===== config.mk =====
export PLATFORM = sky130hd
export DESIGN_NAME = lom_front
export DESIGN_NICKNAME = d
export VERILOG_FILES = /design/src/rtl/core/lom_pkg.sv /design/src/rtl/core/lom_front.sv
export SDC_FILE = /design/constraint.sdc
export NUM_CORES = 1
export LEC_CHECK = 0
export BUFFER_PORTS_ARGS = -buffer_cell sky130_fd_sc_hd__buf_2
export CAP_MARGIN = 20
export CORE_ASPECT_RATIO = 0.7
export CORE_UTILIZATION = 47
export CTS_CLUSTER_SIZE = 25
export DETAILED_ROUTE_END_ITERATION = 8
export MAX_ROUTING_LAYER = met4
export PLACE_DENSITY = 0.75
export SLEW_MARGIN = 30
export SYNTH_ARGS = -nofsm -noshare
export SYNTH_HDL_FRONTEND = slang
export SYNTH_SLANG_ARGS = --single-unit

===== constraint.sdc =====
create_clock -name i_clk -period 22.6 [get_ports i_clk]
set_input_delay 3.39 -clock i_clk [delete_from_list [all_inputs] [get_ports i_clk]]
set_output_delay 3.39 -clock i_clk [all_outputs]
set_load 0.005 [all_outputs]

===== src/rtl/core/lom_pkg.sv =====
`timescale 1ns / 1ps
`default_nettype none
// ----------------------------------------------------------------------------
// Limit order matching package
// Shared types and codes for the front queue and the matching engine.
// ----------------------------------------------------------------------------
package lom_pkg;

    localparam logic [1:0] ACT_SUBMIT = 2'd0;
    localparam logic [1:0] ACT_CANCEL = 2'd1;
    localparam logic [1:0] ACT_MODIFY = 2'd2;

    localparam logic SIDE_BUY  = 1'b0;
    localparam logic SIDE_SELL = 1'b1;

    localparam int QTY_BITS = 32;

    typedef enum logic [1:0] {
        OT_LIMIT  = 2'd0,
        OT_MARKET = 2'd1,
        OT_IOC    = 2'd2,
        OT_FOK    = 2'd3
    } t_otype;

    typedef enum logic [1:0] {
        K_SUBMIT = 2'd0,
        K_CANCEL = 2'd1,
        K_MODIFY = 2'd2,
        K_IGNORE = 2'd3
    } t_kind;

    typedef enum logic [2:0] {
        OC_DONE      = 3'd0,
        OC_RESTED    = 3'd1,
        OC_DISCARDED = 3'd2,
        OC_NOT_FOUND = 3'd3,
        OC_ZERO_QTY  = 3'd4,
        OC_KILLED    = 3'd5,
        OC_FULL      = 3'd6
    } t_outcome;

    typedef enum logic [3:0] {
        ST_IDLE,
        ST_FIND,
        ST_FIND_DONE,
        ST_FOK,
        ST_BEST,
        ST_FILL,
        ST_SETTLE,
        ST_FREE,
        ST_REST,
        ST_SUMMARY,
        ST_EMIT
    } t_state;

    // Classified item handed from the front queue to the engine
    typedef struct packed {
        t_kind                kind;
        logic [63:0]          ord_id;
        logic                 side;
        t_otype               otype;
        logic [QTY_BITS-1:0]  qty;
        logic [63:0]          ts;
    } t_cmd;

    // One buffered trade: maker id, execution price, fill quantity
    typedef struct packed {
        logic [63:0]          maker_id;
        logic [31:0]          price;
        logic [QTY_BITS-1:0]  qty;
    } t_trade;

    typedef struct packed {
        logic                 trade_valid;
        t_outcome             outcome;
        logic                 last_item;
        logic [63:0]          buy_id;
        logic [63:0]          sell_id;
        logic [31:0]          trade_price;
        logic [QTY_BITS-1:0]  trade_qty;
        logic [63:0]          trade_time;
        logic [31:0]          best_bid;
        logic [31:0]          best_ask;
        logic [6:0]           live_orders;
    } t_result;

endpackage
`default_nettype wire


===== src/rtl/core/lom_front.sv =====
`timescale 1ns / 1ps
`default_nettype none
// ----------------------------------------------------------------------------
// Limit order matching front
// Accepts items, classifies them, normalises the price and queues them.
// ----------------------------------------------------------------------------
module lom_front import lom_pkg::*; #(
    parameter int PRICE_BITS = 32
) (
    input  wire logic                  i_clk,
    input  wire logic                  i_rst_n,
    input  wire logic                  start,
    output logic                       busy,
    input  wire logic [1:0]            i_action,
    input  wire logic [63:0]           i_ord_id,
    input  wire logic                  i_side,
    input  wire logic [1:0]            i_order_type,
    input  wire logic [31:0]           i_price,
    input  wire logic [31:0]           i_quantity,
    input  wire logic [63:0]           i_timestamp,
    output logic                       o_q_valid,
    output t_cmd                       o_q_cmd,
    output logic [PRICE_BITS-1:0]      o_q_lim,
    input  wire logic                  i_q_pop
);

    t_cmd                  r_cmd [2];
    logic [PRICE_BITS-1:0] r_lim [2];
    logic                  r_wr_ptr, r_rd_ptr;
    logic [1:0]            r_count;

    t_cmd                  cls_cmd;
    logic [PRICE_BITS-1:0] cls_lim;
    logic [63:0]           price_w;
    logic                  accept;

    assign busy      = (r_count == 2'd2);
    assign accept    = start && !busy;
    assign o_q_valid = (r_count != 2'd0);
    assign o_q_cmd   = r_cmd[r_rd_ptr];
    assign o_q_lim   = r_lim[r_rd_ptr];

    // Mask to the tick width, raise zero to one tick
    assign price_w = 64'(i_price);
    assign cls_lim = (price_w[PRICE_BITS-1:0] == '0) ? PRICE_BITS'(1)
                                                     : price_w[PRICE_BITS-1:0];

    always_comb begin
        cls_cmd.ord_id = i_ord_id;
        cls_cmd.side   = i_side;
        cls_cmd.otype  = t_otype'(i_order_type);
        cls_cmd.qty    = i_quantity;
        cls_cmd.ts     = i_timestamp;
        unique case (i_action)
            ACT_SUBMIT: cls_cmd.kind = K_SUBMIT;
            ACT_CANCEL: cls_cmd.kind = K_CANCEL;
            ACT_MODIFY: cls_cmd.kind = K_MODIFY;
            default:    cls_cmd.kind = K_IGNORE;
        endcase
    end

    always_ff @(posedge i_clk) begin
        if (!i_rst_n) begin
            r_wr_ptr <= 1'b0;
            r_rd_ptr <= 1'b0;
            r_count  <= 2'd0;
        end else begin
            if (accept) begin
                r_cmd[r_wr_ptr] <= cls_cmd;
                r_lim[r_wr_ptr] <= cls_lim;
                r_wr_ptr        <= ~r_wr_ptr;
            end
            if (i_q_pop) begin
                r_rd_ptr <= ~r_rd_ptr;
            end
            if (accept && !i_q_pop) begin
                r_count <= r_count + 2'd1;
            end else if (!accept && i_q_pop) begin
                r_count <= r_count - 2'd1;
            end
        end
    end

endmodule
`default_nettype wire


==> impl_metrics.py <==
metrics = {
    "timing": {
        "slew_headroom_pct": 34.1,
        "skew_ps": 16.1,
        "drv_slew": 0,
        "setup_tns_ps": 0,
        "worstMarginPinSlew_ps": 988,
        "min_period_ps": 7780,
        "period_share_pct": 34.4,
        "whs_ps": 525,
        "rsz0062_at_grt": "no",
        "fmax_mhz": 129,
        "setup_ws_ps": 14820,
        "setup_violations": 0,
        "finalHoldViolCount": 0,
    },
    "global_routing": {
        "grt_util_all_layers_pct": 18.7,
        "grt_pass1_wl_mm": 45.1,
        "grt_max_degree": 81,
        "grt_pass1_vias": 7723,
        "grt-ovfl-total": 0,
        "grt_antenna_before_repair": 12,
    },
    "synth": {
        "yosys-top-cells-area": "edfxtp_1 (78%), mux2_4 (12%), mux2_2 (5.7%), buf_6 (1.2%), clkbuf_1 (0.82%)",
        "muxShareOfSynthArea_pct": 17.6,
        "ys_ff_latch": 399,
        "yosysSeqAreaShare_pct": 78.9,
        "synth_simple_gate_area_share_pct": 0.761,
        "synthCells": 683,
        "yosys_warnings": 0,
        "synth_cell_type_count": 21,
        "synthAdderAreaFrac_pct": 0.0827,
        "synthXorXnorAreaFrac_pct": 0.174,
        "synth-compound-area-share_pct": 0.182,
        "synth_top_area_cell": "edfxtp_1",
        "synth_fp_nets": 885,
        "syn_area_per_cell_um2": 22.1,
        "yosys.area.top_type_share_pct": 78.2,
        "synth_top_family_by_area": "multiplexers",
        "syn-cell-area_mm2": 0.0151,
    },
    "critical_path": {
        "worstSetupEndpointType": "output port",
        "cp.required_ps": 19210,
        "worst_setup_path_start_kind": "register",
        "rrSetupSlack_ps": 19980,
        "r2r_end": "r_cmd[1][160]",
        "cp_max_fo": 55,
        "cp.arrival_ps": 4390,
        "reg2reg_from": "r_count[1]",
        "worstSetupPathType": "reg -> out",
        "reg2regPathDepth": 5,
    },
    "route": {
        "routed-via-count": 7632,
        "postRouteAntennaNets": 0,
        "drt_iter0_drc": 532,
        "drc": 0,
        "drt_wl_total_mm": 30.9,
        "routedWlPerCell_um": 20.2,
        "firstDrtPassIters": 4,
        "viasPerCell": 4.98,
    },
    "floorplanning": {
        "core_area_mm2": 0.0314,
        "die_h_um": 152,
        "row_count": 54,
        "die_area_mm2": 0.0329,
        "die_x_um": 216,
        "num_io_pins": 400,
        "initial_utilization_pct": 48.1,
    },
    "placed_design": {
        "post_dp_cell_area_mm2": 0.0174,
        "gp_congestion": 0.852,
        "portBuffers": 399,
        "pre_cts_ws_ps": 15340,
        "placedCellCount": 1455,
        "post-dp-hpwl_mm": 21.5,
    },
    "status": {
        "status": "finished clean",
    },
    "power_and_ir_drop": {
        "peakVddDrop_uv": 71.0,
        "power_density_mw_per_mm2": 90.6,
        "p_leak_nw": 7.15,
        "power.total_mw": 1.70,
    },
    "layout": {
        "syn2layout_area_growth_pct": 23.7,
        "final_area_mm2": 0.0187,
        "final_common_cell": "buf_2",
        "final_nets": 1278,
        "final_cell_mix": "buf_2 (399), edfxtp_1 (394), mux2_4 (120)",
        "final_cells": 1532,
        "drive_gt1_share_pct": 59.9,
        "utilization_pct": 59.5,
    },
    "clock_tree": {
        "clock-sinks": 399,
        "htree_num_levels": 2,
        "clk_latency_ps": 520,
        "postCtsSetupRepairBufs": 0,
        "ctsResizeCount": 0,
        "cts.hold.buffers_added": 0,
        "clk_path_buf_depth": 3,
        "cts-root-buf": "clkbuf_16",
        "cts.reportedPaths.clkPinSlew_ps": 60,
        "cts_tree": "yes",
        "cts_buffers": 38,
    },
    "worst_hold_path": {
        "holdCritPathClass": "reg -> reg",
        "min_path_cells": 2,
        "hp-start": "r_rd_ptr",
    },
    "job": {
        "cap_violations": 0,
    },
}
state kept, by name, summed over array words and instances (netlist names), named ones only:
register	count
r_cmd	330
r_count	2
r_lim	64
r_wr_ptr	1
r_rd_ptr	1
cells in the mapped netlist, drive strengths merged:
library cell,number
clkbuf,33
o21bai,1
nand4,2
mux2,197
and3,1
or3,2
nor2,4
xnor2,1
nor4,9
or2,1
edfxtp,394
ha,1
dfxtp,5
a21oi,2
o21ai,2
inv,3
xor2,2
buf,22
nor2b,1
metal layers:
metal	part of all wire [%]	GRT usage, %
met5	0	-
met2	49	29.4
met3	9.3	6.75
met1	40	22.7
met4	1.8	5.84
critical path: stages (launching register included):
cell and delay [ps]:
dfxtp_4 760, buf_4 770, buf_4 860, buf_4 800, mux2_4 360, buf_2 130
power breakdown:
| part | internal, mW | leakage [nW] | switching, mW |
|---|---|---|---|
| Clock | 0.386 | 0.614 | 0.253 |
| Combinational | 0.0939 | 2.88 | 0.0858 |
| Sequential | 0.863 | 3.65 | 0.0144 |
| Total | 1.34 | 7.15 | 0.353 |
cells by family after synthesis:
group / Yosys count
AOI/OAI and AO/OA: 5
xor gates and xnor gates: 3
adders and majority gates: 1
buffers and inverters: 58
DFF: 399
muxes: 197
and+or+nand+nor: 20
cell type report:
type / instances / area, um^2
repair buffers: 408 / 2080
inverters: 3 / 11.3
multi-input cells: 226 / 2870
diodes: 11 / 27.5
flip-flops and latches: 399 / 11900
clock buffers: 50 / 1060
fillers: 2311 / 12700
well taps: 420 / 526
clock inverters: 15 / 194
how the worst max path moves through the flow:
stage          cells past startpoint     start            to  slack (ps)
2_1_floorplan                      2   i_rst_n   r_cmd[0][0]        7690
3_3_place_gp                       5  register   o_q_cmd[66]       15370
3_5_place_dp                       5  register   o_q_cmd[64]       15340
4_1_cts                            5  register  o_q_cmd[112]       14780
5_1_grt                            5  register  o_q_cmd[100]       14610
6_report                           5  register   o_q_cmd[64]       14820
Power figures use the tool's default switching activity.
